==> config.mk <==
export PLATFORM = sky130hd
export DESIGN_NAME = stpd_rsqrt
export DESIGN_NICKNAME = d
export VERILOG_FILES = /design/src/rtl/core/stpd_pkg.sv /design/src/rtl/core/stpd_rsqrt.sv
export SDC_FILE = /design/constraint.sdc
export NUM_CORES = 1
export LEC_CHECK = 0
export BUFFER_PORTS_ARGS = -buffer_cell sky130_fd_sc_hd__buf_2
export CAP_MARGIN = 30
export CORE_MARGIN = 10
export CORE_UTILIZATION = 63
export CTS_BUF_LIST = sky130_fd_sc_hd__clkbuf_8
export CTS_CLUSTER_DIAMETER = 80
export DETAILED_ROUTE_END_ITERATION = 16
export PLACE_DENSITY = 0.8
export SLEW_MARGIN = 20
export SYNTH_ARGS = -nofsm -noshare
export SYNTH_HDL_FRONTEND = slang
export SYNTH_SLANG_ARGS = --single-unit
==> constraint.sdc <==
create_clock -name i_clk -period 26.1 [get_ports i_clk]
set_input_delay 1.305 -clock i_clk [delete_from_list [all_inputs] [get_ports i_clk]]
set_output_delay 1.305 -clock i_clk [all_outputs]
set_load 0.01 [all_outputs]
==> src/rtl/core/stpd_pkg.sv <==
// shared types, constants and arithmetic helpers for the diagonal scaling block
`timescale 1ns / 1ps
package stpd_pkg;

    localparam int MAX_ROWS_DEF      = 1024;
    localparam int MAX_A_DEF         = 16384;
    localparam int MAX_FACTOR_DEF    = 16384;

    localparam int PTR_W   = 15;
    localparam int COL_W   = 10;
    localparam int VAL_W   = 32;
    localparam int CNT_W   = 11;
    localparam int ROW_W   = 10;
    localparam int STAT_W  = 2;
    localparam int FUNC_W  = 3;

    localparam logic signed [VAL_W-1:0] Q_ONE   = 32'sh0100_0000;
    localparam logic signed [VAL_W-1:0] S32_MAX = 32'sh7FFF_FFFF;
    localparam logic signed [VAL_W-1:0] S32_MIN = 32'sh8000_0000;
    localparam logic [31:0] RSQ_SAT_LIMIT = 32'd1024;

    typedef enum logic [FUNC_W-1:0] {
        F_A_PTR    = 3'd0,
        F_A_ENTRY  = 3'd1,
        F_F_PTR    = 3'd2,
        F_F_ENTRY  = 3'd3,
        F_COMPUTE  = 3'd4
    } t_func;

    typedef enum logic [STAT_W-1:0] {
        ST_OK    = 2'd0,
        ST_ZERO  = 2'd1,
        ST_RANGE = 2'd2
    } t_status;

    typedef enum logic [3:0] {
        S_IDLE, S_FSR, S_FS, S_FE, S_JCHK, S_JRD, S_AS, S_AE,
        S_MCHK, S_MCMP, S_MACC, S_OMUL, S_OACC, S_FIN, S_RSQ, S_OUT
    } t_state;

    typedef enum logic [1:0] {
        RSQ_IDLE, RSQ_DIV, RSQ_SQRT
    } t_rsq_state;

    typedef struct packed {
        logic        start;
        logic [31:0] mag;
    } t_rsq_req;

    typedef struct packed {
        logic        done;
        logic [31:0] root;
    } t_rsq_rsp;

    function automatic logic signed [VAL_W-1:0] sat_add(
        input logic signed [VAL_W-1:0] a,
        input logic signed [VAL_W-1:0] b
    );
        logic [VAL_W:0] s;
        s = {a[VAL_W-1], a} + {b[VAL_W-1], b};
        if (s[VAL_W] != s[VAL_W-1]) begin
            return s[VAL_W] ? S32_MIN : S32_MAX;
        end
        return s[VAL_W-1:0];
    endfunction

    // round half up to q8.24 and saturate
    function automatic logic signed [VAL_W-1:0] q_round(input logic signed [63:0] p);
        logic signed [63:0] r;
        r = (p + 64'sd8388608) >>> 24;
        if (r > 64'(S32_MAX)) begin
            return S32_MAX;
        end else if (r < 64'(S32_MIN)) begin
            return S32_MIN;
        end
        return r[VAL_W-1:0];
    endfunction

endpackage

==> src/rtl/core/stpd_rsqrt.sv <==
// iterative floor(2^36/sqrt(m)): bit-serial division of 2^72 then integer square root
`timescale 1ns / 1ps
module stpd_rsqrt (
    input  logic              i_clk,
    input  logic              i_rst_n,
    input  stpd_pkg::t_rsq_req i_req,
    output stpd_pkg::t_rsq_rsp o_rsp
);
    import stpd_pkg::*;

    t_rsq_state   r_state;
    logic [31:0]  r_mag;
    logic [31:0]  r_rem;
    logic [62:0]  r_quo;
    logic [6:0]   r_cnt;
    logic [63:0]  r_x;
    logic [63:0]  r_res;
    logic [63:0]  r_bit;
    logic         r_done;
    logic [31:0]  r_root;

    logic [32:0]  rem2;
    logic         ge;
    logic [63:0]  trial;
    logic [63:0]  n_x;
    logic [63:0]  n_res;

    always_comb begin
        rem2  = {r_rem, (r_cnt == 7'd72)};
        ge    = rem2 >= {1'b0, r_mag};
        trial = r_res + r_bit;
        if (r_x >= trial) begin
            n_x   = r_x - trial;
            n_res = (r_res >> 1) + r_bit;
        end else begin
            n_x   = r_x;
            n_res = r_res >> 1;
        end
    end

    always_ff @(posedge i_clk) begin
        if (!i_rst_n) begin
            r_state <= RSQ_IDLE;
            r_done  <= 1'b0;
        end else begin
            r_done <= 1'b0;
            case (r_state)
                RSQ_IDLE: begin
                    if (i_req.start) begin
                        r_mag   <= i_req.mag;
                        r_rem   <= '0;
                        r_quo   <= '0;
                        r_cnt   <= 7'd72;
                        r_state <= RSQ_DIV;
                    end
                end
                RSQ_DIV: begin
                    r_rem <= ge ? 32'(rem2 - {1'b0, r_mag}) : rem2[31:0];
                    r_quo <= {r_quo[61:0], ge};
                    r_cnt <= r_cnt - 7'd1;
                    if (r_cnt == 7'd0) begin
                        r_x     <= {r_quo, ge};
                        r_res   <= '0;
                        r_bit   <= 64'd1 << 62;
                        r_state <= RSQ_SQRT;
                    end
                end
                RSQ_SQRT: begin
                    r_x   <= n_x;
                    r_res <= n_res;
                    r_bit <= r_bit >> 2;
                    if (r_bit[0]) begin
                        r_root  <= n_res[31:0];
                        r_done  <= 1'b1;
                        r_state <= RSQ_IDLE;
                    end
                end
                default: r_state <= RSQ_IDLE;
            endcase
        end
    end

    assign o_rsp.done = r_done;
    assign o_rsp.root = r_root;

endmodule

==> out/results.ini <==
[placed_design]
detailedPlacementHpwl_um=40500
place.port_buffers=67
preCtsSetupSlack_ns=19.35
gp_routability_congestion=0.957

[logic_synthesis]
synth_warnings=0
muxShareOfSynthArea_pct=0.0924
syn-instance-count=2439
netlist-cell-type-count=72
synth.ff_latch_count=329
synthAdderAreaFrac_pct=9.03
area_of_the_mapped_netlist_sq_um=23000
synth_edf_count=326
synth-compound-area-share_pct=19.4
synth-xor-area-share_pct=7.49
synth_top_cell_by_area=sky130_fd_sc_hd__edfxtp_1
synthesis.nets=2639
syn_avg_cell_area_sq_um=9.44
synth-simple-area-share_pct=18.0
ys_dominant_reg_cell=sky130_fd_sc_hd__edfxtp_1
synthMostInstantiatedCell=sky130_fd_sc_hd__edfxtp_1
netlist_top_cells_count=sky130_fd_sc_hd__edfxtp_1 (326), sky130_fd_sc_hd__nand2_1 (292), sky130_fd_sc_hd__o21ai_0 (185)
ys_async_rst_share_pct=0
synth.area.top_cells=sky130_fd_sc_hd__edfxtp_1 (43%), sky130_fd_sc_hd__ha_1 (8.9%), sky130_fd_sc_hd__nand2_1 (4.8%), sky130_fd_sc_hd__o21ai_0 (4.0%), sky130_fd_sc_hd__xnor2_1 (3.8%)
synth.yosys.seq_area_share_pct=42.8
synth_top_family_by_area=compound AO/OA/AOI/OAI gates
yosys.area.top_type_share_pct=42.5

[sta]
fin_crit_sh_pct=25.6
tightestPinTransition_ns=0.888
setup_total_negative_slack_ns=0
period_needed_ns=6.68
setup-violations-final=0
finClkSkew_ns=0.0332
setup_slack_ns=19.42
fin_worst_hold_slack_ns=0.536
fmax_mhz=150
final_max_slew_viol_count=0
setup_repair_after_global_routing_missed_its_margin=false
report.final.hold_viol_count=0
slew_headroom_pct=40.8

[clock_network]
clk_pin_slew_worst_paths_ns=0.06
clock-root-buffer=sky130_fd_sc_hd__clkbuf_8
htreeDepth=2
cts_tree=built
cts.hold.buffers_added=0
post-cts-setup-buffer-count=0
cts_buffers=56
clk_path_buf_depth=3
post_cts_resize_count=0
worstSkewPairLatency_ns=0.67
clock_sinks=329

[detailed_routing]
wl_met3_um=4400
ant_nets=0
topRoutingLayerUsed=met4
vias_per_cell=6.25
dr_total_vias=18600
routed-wl-met2_um=23700
finalWirelength_um=56000
drt_drc_violations_left=0
drt_pre_antenna_iters=10
met1_length_um=26400
wl_per_cell_um=18.8
initialDrtViolationCount=1457

[die]
chipWidth_um=211
placementRows=69
boundaryPins=68
chipHeight_um=211
die_area_sq_um=44600
core_region_area_sq_um=35800
floorplan.initialDensity_pct=64.3

[worst_setup_path]
r2r.worst_path.cells=20
worstSetupPathType=flip-flop to flip-flop
worstPathRequired_ns=26.38
timing.critical_path.from_type=flip-flop
cp_max_fo=64
r2r-start=r_res[6]
crit_path_start=r_res[6]
r2r_slack_ns=19.42
worst_r2r_endpoint=r_x[50]
critical_path_arrival_ns=6.96
cp-end-kind=flip-flop
endpoint=r_x[50]

[status]
outcome=completed

[finish]
nFillCells=2759
regArea_sq_um=9850
multi_input_comb_area_sq_um=12500
area_delta_synth_final_pct=7.75
drive_above_1_share_pct=8.58
post-route-util_pct=69.3
final_layout_net_count=2670

[grt]
maximum_number_of_pins_on_one_net_before_global_route_repair=95
overall_track_demand_over_capacity_in_global_routing_pct=24.9
grt_first_pass_wirelength_um=90900
grt_overflow=0
grt_antenna_before_repair=1
grt_pass1_vias=17900

[power]
max-vdd-ir-drop_uv=51.4
cellLeakagePower_nw=9.60
power_per_cell_area_nw_per_um2=47.6
finalPower_w=0.00118

[job]
cap_violations=0

[hold_path]
worstHoldPathType=flip-flop to flip-flop

==> state kept, by name (all words and copies together) (netlist names) <==
register and cells:
r_done 1, r_state 2, r_bit 32, r_mag 32, r_x 64, r_root 32
r_quo 63, r_res 64, r_rem 32, r_cnt 7
==> critical path, cell delays in order (launching register included) <==
cell and delay, ns:
sky130_fd_sc_hd__edfxtp_1 0.49, sky130_fd_sc_hd__ha_1 0.39, sky130_fd_sc_hd__nand2_1 0.09, sky130_fd_sc_hd__o31ai_2 0.43, sky130_fd_sc_hd__a21oi_1 0.25, sky130_fd_sc_hd__o31a_1 0.43
sky130_fd_sc_hd__o41ai_4 0.46, sky130_fd_sc_hd__a31oi_1 0.18, sky130_fd_sc_hd__nor2_1 0.20, sky130_fd_sc_hd__nor2_1 0.09, sky130_fd_sc_hd__xor2_1 0.16, sky130_fd_sc_hd__ha_1 0.43
sky130_fd_sc_hd__a21o_1 0.23, sky130_fd_sc_hd__o41ai_1 0.48, sky130_fd_sc_hd__o221ai_2 0.18, sky130_fd_sc_hd__a211o_1 0.32, sky130_fd_sc_hd__a221o_1 0.36, sky130_fd_sc_hd__nor2_4 0.09
sky130_fd_sc_hd__buf_4 0.46, sky130_fd_sc_hd__o21ai_4 0.10, sky130_fd_sc_hd__buf_4 0.40
==> stage by stage <==
stage	area, sq um	cells
after floorplan	23000	2439
after global placement	23600	2870
after detailed placement	23600	2871
after CTS	24800	2976
after global routing	24800	2978
final	24800	2979
==> report_power, final <==
group | switching [W] | internal [W] | total (W)
combinational | 0.0000537 | 0.0000347 | 0.0000884
sequential | 0.00000714 | 0.000596 | 0.000604
clock | 0.000226 | 0.000264 | 0.000490
==> cell type report <==
type                    instances  area share (%)
diodes                          1          0.0101
clock buffers                  57            3.16
clock inverters                48            1.51
inverters                      72            1.10
multi-input cells            1927            50.3
flip-flops and latches        329            39.7
well taps                     461            2.32
repair buffers                 84            1.90
==> worst min path at each step <==
stage	endpoint	cells past startpoint	slack, ns	from
finish	r_x[52]	2	0.54	r_quo[51]
global route	r_x[52]	2	0.57	r_quo[51]
CTS	r_x[1]	2	0.54	r_quo[0]
detailed placement	r_x[1]	2	0.52	r_quo[0]
global placement	r_x[19]	2	0.52	r_quo[18]
floorplan	r_state[0]	1	0.46	r_state[1]
==> logic make-up (layout without fill, tap and decap cells) <==
group | Yosys count | count (layout)
simple gates | 857 | 857
compound gates | 706 | 706
flops | 329 | 329
xor+xnor | 197 | 197
buf+inv | 183 | 261
fa+ha+maj | 165 | 165
mux | 2 | 2
other cells | 0 | 1
==> per-layer routing <==
metal,global-route usage [%],up-vias
li1,-,9062
met1,35.8,8731
met2,37.0,698
met3,5.00,114
met4,7.82,0
met5,0,-
==> cell usage in the layout (no fill, tap or decap), types with 6 or more instances in the layout <==
| cell | n |
|---|---|
| sky130_fd_sc_hd__edfxtp_1 | 326 |
| sky130_fd_sc_hd__nand2_1 | 291 |
| sky130_fd_sc_hd__o21ai_0 | 184 |
| sky130_fd_sc_hd__a21oi_1 | 173 |
| sky130_fd_sc_hd__ha_1 | 163 |
| sky130_fd_sc_hd__nor2_1 | 158 |
| sky130_fd_sc_hd__and2_1 | 139 |
| sky130_fd_sc_hd__xnor2_1 | 100 |
| sky130_fd_sc_hd__xor2_1 | 97 |
| sky130_fd_sc_hd__inv_1 | 81 |
| sky130_fd_sc_hd__a31oi_1 | 69 |
| sky130_fd_sc_hd__buf_2 | 67 |
| sky130_fd_sc_hd__a21o_1 | 64 |
| sky130_fd_sc_hd__nand4_1 | 60 |
| sky130_fd_sc_hd__clkbuf_8 | 57 |
| sky130_fd_sc_hd__nand3_1 | 52 |
| sky130_fd_sc_hd__nor3_1 | 44 |
| sky130_fd_sc_hd__o21bai_1 | 35 |
| sky130_fd_sc_hd__a211oi_1 | 35 |
| sky130_fd_sc_hd__o21a_1 | 24 |
| sky130_fd_sc_hd__nor2b_1 | 24 |
| sky130_fd_sc_hd__or3_1 | 21 |
| sky130_fd_sc_hd__nand2b_1 | 21 |
| sky130_fd_sc_hd__and3_1 | 19 |
| sky130_fd_sc_hd__a31o_2 | 18 |
| sky130_fd_sc_hd__o31ai_1 | 17 |
| sky130_fd_sc_hd__clkinv_1 | 15 |
| sky130_fd_sc_hd__buf_4 | 15 |
| sky130_fd_sc_hd__clkinv_2 | 11 |
| sky130_fd_sc_hd__a21boi_0 | 9 |
| sky130_fd_sc_hd__or2_2 | 8 |
| sky130_fd_sc_hd__o211ai_1 | 8 |
| sky130_fd_sc_hd__clkinvlp_4 | 6 |
| sky130_fd_sc_hd__bufinv_16 | 6 |
Note: power is estimated with default switching activity, not from simulation.
